## config.mk

```make
export PLATFORM = sky130hd
export DESIGN_NAME = fwap_ctrl
export DESIGN_NICKNAME = d
export VERILOG_FILES = /design/src/fwap_pkg.sv /design/src/fwap_ctrl.sv
export VERILOG_INCLUDE_DIRS = /design/src /design/src/src
export SDC_FILE = /design/constraint.sdc
export NUM_CORES = 1
export LEC_CHECK = 0
export CORE_AREA = 2 2 39 41
export CTS_BUF_LIST = sky130_fd_sc_hd__clkbuf_4 sky130_fd_sc_hd__clkbuf_8
export DETAILED_ROUTE_END_ITERATION = 12
export DIE_AREA = 0 0 41 43
export DONT_BUFFER_PORTS = 1
export MAX_ROUTING_LAYER = met4
export SLEW_MARGIN = 0
export SYNTH_ARGS = -nofsm -noshare
export SYNTH_HDL_FRONTEND = slang
export SYNTH_SLANG_ARGS = --single-unit
```

## constraint.sdc

```tcl
create_clock -name clock -period 1.3 [get_ports clock]
set_clock_uncertainty 0.2 [all_clocks]
set_input_delay 0.13 -clock clock [delete_from_list [all_inputs] [get_ports clock]]
set_output_delay 0.13 -clock clock [all_outputs]
set_load 0.01 [all_outputs]
```

## src/floyd_warshall_all_pairs_assert.svh

```systemverilog
// Assertion macros for the Floyd-Warshall engine sequencer.
`ifndef FLOYD_WARSHALL_ALL_PAIRS_ASSERT_SVH
`define FLOYD_WARSHALL_ALL_PAIRS_ASSERT_SVH

`ifndef SYNTHESIS

// antecedent holds -> consequent holds in the same cycle
`define FWAP_ASSERT_IMPL(name, clk, rst, ante, cons) \
   name: assert property (@(posedge clk) disable iff (rst) (ante) |-> (cons)) \
      else $error("fwap assertion failed: same-cycle implication");

// antecedent holds -> consequent holds in the next cycle
`define FWAP_ASSERT_NEXT(name, clk, rst, ante, cons) \
   name: assert property (@(posedge clk) disable iff (rst) (ante) |=> (cons)) \
      else $error("fwap assertion failed: next-cycle implication");

`else

`define FWAP_ASSERT_IMPL(name, clk, rst, ante, cons)
`define FWAP_ASSERT_NEXT(name, clk, rst, ante, cons)

`endif

`endif

```

## src/fwap_pkg.sv

```systemverilog
// Shared types, constants and saturation helpers for the Floyd-Warshall engine.
package fwap_pkg;

   localparam int MAX_VERTICES = 64;
   localparam int DIST_WIDTH   = 48;

   localparam int IDX_W    = $clog2(MAX_VERTICES);
   localparam int CNT_W    = $clog2(MAX_VERTICES + 1);
   localparam int ADDR_W   = 2 * IDX_W;
   localparam int DEPTH    = MAX_VERTICES * MAX_VERTICES;
   localparam int ENTRY_W  = DIST_WIDTH + 1;

   // Fixed field widths
   localparam int CMD_W    = 2;
   localparam int VIDX_W   = 6;
   localparam int FIELD_W  = 48;
   localparam int VC_W     = 7;

   // Command codes
   localparam logic [CMD_W-1:0] CMD_WRITE = 2'd0;
   localparam logic [CMD_W-1:0] CMD_RUN   = 2'd1;
   localparam logic [CMD_W-1:0] CMD_READ  = 2'd2;

   // CSR map (word index)
   localparam int CSR_ADDR_W = 3;
   localparam int CSR_DATA_W = 32;
   localparam logic [0:0] REG_VERTEX_COUNT = 1'b0;
   localparam logic [VC_W-1:0] VERTEX_COUNT_RESET = 7'd64;

   localparam logic signed [63:0] DIST_MAX  = (64'sd1 <<< (DIST_WIDTH - 1)) - 64'sd1;
   localparam logic signed [63:0] DIST_MIN  = -DIST_MAX - 64'sd1;
   localparam logic signed [63:0] FIELD_MAX = (64'sd1 <<< (FIELD_W - 1)) - 64'sd1;
   localparam logic signed [63:0] FIELD_MIN = -FIELD_MAX - 64'sd1;

   typedef struct packed {
      logic [CMD_W-1:0]          command;
      logic [VIDX_W-1:0]         row;
      logic [VIDX_W-1:0]         col;
      logic signed [FIELD_W-1:0] weight;
      logic                      weight_infinite;
   } req_type;

   typedef struct packed {
      logic signed [FIELD_W-1:0] distance;
      logic                      distance_infinite;
      logic                      negative_cycle;
   } rsp_type;

   // Controller -> datapath
   typedef struct packed {
      logic take;       // write/read/unused item transferred
      logic start_run;  // run item transferred, clear counters
      logic rd_pair;    // read (i,k) and (k,j)
      logic rd_ij;      // read (i,j), form candidate
      logic update;     // compare and write back, advance j/i/k
      logic rd_diag;    // read (i,i)
      logic chk_diag;   // check diagonal entry, advance i
      logic finish;     // commit flag, emit run result
   } dp_cmd_type;

   // Datapath -> controller
   typedef struct packed {
      logic empty;
      logic last_j;
      logic last_i;
      logic last_k;
   } dp_status_type;

   function automatic logic [DIST_WIDTH-1:0] clamp_weight(input logic signed [FIELD_W-1:0] w);
      logic signed [63:0] v;
      v = 64'(w);
      if (v > DIST_MAX) begin
         return DIST_WIDTH'(DIST_MAX);
      end else if (v < DIST_MIN) begin
         return DIST_WIDTH'(DIST_MIN);
      end
      return DIST_WIDTH'(v);
   endfunction

   function automatic logic [FIELD_W-1:0] clamp_field(input logic signed [DIST_WIDTH-1:0] d);
      logic signed [63:0] v;
      v = 64'(d);
      if (v > FIELD_MAX) begin
         return FIELD_W'(FIELD_MAX);
      end else if (v < FIELD_MIN) begin
         return FIELD_W'(FIELD_MIN);
      end
      return FIELD_W'(v);
   endfunction

   function automatic logic [DIST_WIDTH-1:0] sat_add(input logic [DIST_WIDTH-1:0] a,
                                                     input logic [DIST_WIDTH-1:0] b);
      logic [DIST_WIDTH:0] s;
      s = {a[DIST_WIDTH-1], a} + {b[DIST_WIDTH-1], b};
      if (s[DIST_WIDTH] != s[DIST_WIDTH-1]) begin
         return s[DIST_WIDTH] ? {1'b1, {(DIST_WIDTH-1){1'b0}}} : {1'b0, {(DIST_WIDTH-1){1'b1}}};
      end
      return s[DIST_WIDTH-1:0];
   endfunction

endpackage

```

## src/fwap_ctrl.sv

```systemverilog
// Sequencer for the relaxation and diagonal scan of the Floyd-Warshall engine.
`include "floyd_warshall_all_pairs_assert.svh"

module fwap_ctrl (
   input  logic                         clock,
   input  logic                         reset,
   input  logic                         start,
   input  logic [fwap_pkg::CMD_W-1:0]   command,
   input  fwap_pkg::dp_status_type      status,
   output logic                         busy,
   output fwap_pkg::dp_cmd_type         cmd
);

   import fwap_pkg::*;

   typedef enum logic [2:0] {
      IDLE,
      RELAX_LOAD,
      RELAX_SUM,
      RELAX_UPDATE,
      DIAG_READ,
      DIAG_CHECK,
      FINISH
   } state_type;

   state_type state_ff, state_in;
   logic      busy_ff, busy_in;
   logic      accept;

   assign accept = start && !busy_ff;

   always_comb begin
      state_in      = state_ff;
      busy_in       = busy_ff;
      cmd           = '0;
      cmd.take      = accept && (command != CMD_RUN);
      cmd.start_run = accept && (command == CMD_RUN);
      case (state_ff)
         IDLE: begin
            if (cmd.start_run) begin
               busy_in  = 1'b1;
               state_in = status.empty ? FINISH : RELAX_LOAD;
            end
         end
         RELAX_LOAD: begin
            cmd.rd_pair = 1'b1;
            state_in    = RELAX_SUM;
         end
         RELAX_SUM: begin
            cmd.rd_ij = 1'b1;
            state_in  = RELAX_UPDATE;
         end
         RELAX_UPDATE: begin
            cmd.update = 1'b1;
            state_in   = (status.last_k && status.last_i && status.last_j) ? DIAG_READ
                                                                            : RELAX_LOAD;
         end
         DIAG_READ: begin
            cmd.rd_diag = 1'b1;
            state_in    = DIAG_CHECK;
         end
         DIAG_CHECK: begin
            cmd.chk_diag = 1'b1;
            state_in     = status.last_i ? FINISH : DIAG_READ;
         end
         FINISH: begin
            cmd.finish = 1'b1;
            busy_in    = 1'b0;
            state_in   = IDLE;
         end
         default: begin
            busy_in  = 1'b0;
            state_in = IDLE;
         end
      endcase
   end

   always_ff @(posedge clock) begin
      if (reset) begin
         state_ff <= IDLE;
         busy_ff  <= 1'b0;
      end else begin
         state_ff <= state_in;
         busy_ff  <= busy_in;
      end
   end

   assign busy = busy_ff;

   `FWAP_ASSERT_NEXT(a_run_sets_busy, clock, reset, cmd.start_run, busy_ff)
   `FWAP_ASSERT_IMPL(a_update_follows_sum, clock, reset, cmd.update, $past(cmd.rd_ij))
   `FWAP_ASSERT_NEXT(a_finish_frees, clock, reset, cmd.finish, !busy_ff && !cmd.update)

endmodule

```

# ---- After elaboration in Yosys (flattened, before gate mapping)
# Cells that the tools add are included.
dict set report op_classes {
  bitwise_logic 1
  n_reduce_logical 9
  n_lt_le_gt_ge 0
  div 0
  shift 0
  muxes 13
  addsub 0
  eq_ne 9
  mul 0
}
# cell count
set ops {}
lappend ops {{3-bit one-hot mux with 6 select lines} 1}
lappend ops {{3-bit equality test, second input constant} 3}
lappend ops {{3-bit 2-to-1 mux} 3}
lappend ops {{1-bit 2-to-1 mux} 7}
lappend ops {{3-bit by 2-bit equality test with 1-bit output, second input constant} 2}
lappend ops {{1-bit logical AND} 5}
lappend ops {{5-bit OR reduction} 1}
lappend ops {{3-bit by 1-bit equality test with 1-bit output, second input constant} 1}
lappend ops {{3-bit zero test} 1}
lappend ops {{2-bit by 1-bit equality test with 1-bit output, second input constant} 1}
lappend ops {{2-bit 2-to-1 mux} 1}
lappend ops {{2-bit by 1-bit inequality test with 1-bit output, second input constant} 1}
lappend ops {{2-bit inequality test, second input constant} 1}
lappend ops {{1-bit one-hot mux with 2 select lines} 1}
lappend ops {{2-bit AND reduction} 1}
lappend ops {{1-bit zero test} 1}
lappend ops {{1-bit NOT} 1}
dict set report word_totals {
  n_memories 0
  rom_bits 0
  register_bits 4
  word_cells 34
  ramBits 0
  latchBits 0
  in_bits 9
}

# ---- Longest topological paths before layout
dict set report logic_depth {
  word_depth 5
  ltp_mapped 5
}

# ---- Worst setup path after synthesis
# No wires, ideal clock.
dict set report synth_path {
  path_type {register to register}
  start {register state_ff[1]}
  end {register busy_ff, in the netlist busy}
  setup_time_ps 119
  setup_slack_ps -120
  synth_period_minus_slack_ps 1420
  path_buffers 1
  arrival_ps 1101
  stages_incl_launch_ff 6
  cell_sequence {dfxtp_1 > buf_4 > inv_1 > ha_1 > a31oi_1 > nor3_2}
}
dict set report synth_via {
  elab_chain_cells 4
  word_cells_on_any_way 11
  cone_classes {eq/ne (6); mux (1); bitwise (1); reduce/logical (3)}
}
# element line_no
set synth_lines {}
lappend synth_lines {{start: declaration} fwap_ctrl.sv:26} ;# state_type state_ff, state_in;
lappend synth_lines {{start signal: assignment} fwap_ctrl.sv:83} ;# state_ff <= state_in;
lappend synth_lines {{3-bit equality test, or another cell as far along} fwap_ctrl.sv:38} ;# case (state_ff)
lappend synth_lines {{5-bit OR reduction (no source line)} n/a}
lappend synth_lines {{1-bit NOT (no source line)} n/a}
lappend synth_lines {{2-bit AND reduction (no source line)} n/a}
lappend synth_lines {{end signal: assignment} fwap_ctrl.sv:84} ;# busy_ff <= busy_in;
lappend synth_lines {{end: declaration} fwap_ctrl.sv:27} ;# logic busy_ff, busy_in;
# Several ways; a longest one is shown, not always the timed one.
# A chain may end at the register's enable or synchronous reset.

==> flow_summary_export.csv <==
group,metric,value,unit
grt,antenna_found_initial,0,
cells_and_area,fin_cells,73,
grt,grt-ovfl-total,0,
place,dp.cells,62,
drt,route.detailed.drc,0,
power_and_ir_drop,ir_drop,415,uV
setup_path,cp.arrival,1.00,ns
job,cap_violations,0,
timing,fin_ws,-0.0337,ns
cells_and_area,antennaDiodeCount,0,
drt,routed_wl,838,um
place,portBuffers,0,
clocking,htreeDepth,1,
logic_synthesis,syn_area,318,um2
timing,setup_violations,4,
setup_path,critPathTopFamily,"flip-flops",
cells_and_area,nFillCells,134,
timing,maxSlewViolCount,0,
setup_path,endpoint_kind,"output port",
die,rows,14,
cells_and_area,layout.cells.most_common,"buf_4",
place,globalplace.congestion,0.653,
clocking,cts.sinks,4,
clocking,cts_made_buffers,3,
place,placed_area,428,um2
power_and_ir_drop,power_density,986,mW/mm2
logic_synthesis,synth_area_per_cell,8.83,um2
drt,drt_iter0_drc,1,
logic_synthesis,ys_ff_latch,4,
drt,drtPass1Iterations,4,
grt,grt_pass1_wl,1210,um
outcome,status,"complete, but fails checks",
timing,period_minus_slack,1.33,ns
clocking,clk_pin_slew,0.04,ns
place,hpwl,620,um
clocking,clock-root-buffer,"clkbuf_4",
logic_synthesis,yosysSeqAreaShare,25.2,%
clocking,cts_tree,"done",
timing,relSlewSlack,79.0,%
clocking,cts_buffer_depth,2,
logic_synthesis,synth_cell_types,23,
die,die-width,41,um
setup_path,crit_path_max_incr_delay,0.36,ns
grt,grt_start_max_net_pins,8,
power_and_ir_drop,power.leakage,0.000237,uW
setup_path,path_buf_inv,2,
setup_path,required,0.97,ns
cells_and_area,area_growth,90.9,%
die,start_util,23.0,%
die,die_height,43,um
timing,worst_pin_slew,0.314,ns
timing,fin_crit_sh,103,%
timing,fmax,750,MHz
die,core_area,0.00138,mm2
clocking,insertion_delay,0.23,ns
cells_and_area,final_cell_mix,"buf_4, nor3_2, dlygate4sd3_1",
timing,hold_viol,0,
grt,grt_pass1_vias,324,
cells_and_area,drive_above_1_share,66.7,%
grt,track_usage,10.8,%
cells_and_area,final_nets,70,
die,fp.dieArea,0.00176,mm2
setup_path,worstPathCellList,"buf_6, nor3_2, buf_4",
logic_synthesis,synth_fp_nets,47,
drt,vias,347,
timing,grt_setup_unrepaired,"true",
power_and_ir_drop,power.total,598,uW
setup_path,cp_max_fo,5,
drt,routedWlPerCell,11.5,um
hold_path,hold_class,"primary input to flip-flop",
cells_and_area,utilization,43.9,%
setup_path,slowest_stage,"dfxtp_4",
setup_path,crit_type,"flip-flop to output port",
logic_synthesis,yosys_warnings,0,
setup_path,worstSetupStartpointType,"flip-flop",
cells_and_area,fin_area,607,um2
drt,viasPerCell,4.75,
outcome,violations,"setup timing",
place,post-place-ws,-0.0168,ns
drt,drtAntennaViolNets,0,
die,ios,18,
logic_synthesis,synthCells,36,
[through the flow]
step | setup TNS [ns] | hold slack [ns]
after floorplan | 0 | -0.000699
after CTS | -0.167 | 0.0754
after detailed placement | -0.0255 | 0.00317
after global placement | 0 | 0.00215
after global routing | -0.506 | 0.0970
final | -0.0540 | 0.0708
[cells by family after synthesis]
logic type,count (synthesis),synth area share (%)
AOI/OAI and AO/OA,9,26.4
adders and majority gates,2,7.87
buffers and inverters,4,5.91
DFF,4,25.2
and+or+nand+nor,17,34.7
[where the power goes]
part | internal [uW] | switching [uW]
combinational | 153 | 120
sequential | 144 | 29.4
clock | 103 | 48.8
[tightest hold or removal path, cell delays in order]
cell     delay [ns]
or3b_1         0.14
nand3_1        0.07
a21oi_1        0.13
[per-layer routing]
layer	vias up	track usage, %	share of wire (%)
li1	180	-	-
met4	0	6.00	0
met1	157	9.00	39
met5	-	-	0
met2	10	17.5	54
met3	0	6.28	6.6
[flip-flops by register name (all words and copies together) (netlist names)]
signal,cells
busy,1
state_ff,3
[timing repair]
item / in CTS / in global routing
buffers inserted: 3 / 0
endpoints found under the setup margin: 10 / 12
pin swaps: 1 / 2
endpoints found under the hold margin: 4 / 0
gates resized for setup: 14 / 8
hold buffers: 5 / 0
[final timing paths]
check	start	end	slack (ns)	cells after the start
setup / recovery	state_ff[0]$_SDFFE_PP0P_	cmd[2]	-0.03	3
hold / removal	status[3]	state_ff[0]$_SDFFE_PP0P_	0.07	3
setup reg to reg	state_ff[2]$_SDFFE_PP0P_	busy$_SDFFE_PP0P_	0.01	4
hold reg to reg	state_ff[2]$_SDFFE_PP0P_	state_ff[0]$_SDFFE_PP0P_	0.42	3
[area by class of cell]
type / instances / area [um2] / area share [%]
Inverter: 3 / 13.8 / 2.27
Multi-Input combinational cell: 28 / 275 / 45.4
Sequential cell: 4 / 92.6 / 15.3
Tap cell: 16 / 20.0 / 3.30
Timing Repair Buffer: 19 / 183 / 30.1
Clock buffer: 3 / 22.5 / 3.71
[cells in the mapped netlist]
cell type	number	area (um2)
a211oi_2	1	12.5
a21oi_1	2	10.0
a31oi_1	1	6.26
a41oi_1	1	8.76
and3b_1	1	8.76
and4bb_4	1	16.3
buf_4	1	7.51
dfxtp_1	4	80.1
ha_1	2	25.0
inv_1	3	11.3
nand2_1	1	3.75
nand3_1	3	15.0
nand4_1	1	6.26
nor2_1	2	7.51
nor2b_1	1	6.26
nor3_1	4	20.0
nor3_2	1	10.0
nor3b_1	1	7.51
o21a_1	1	7.51
o21ai_0	1	5.00
o22ai_1	1	6.26
o41ai_4	1	27.5
or3b_1	1	8.76
Note: power is estimated with default switching activity, not from simulation.
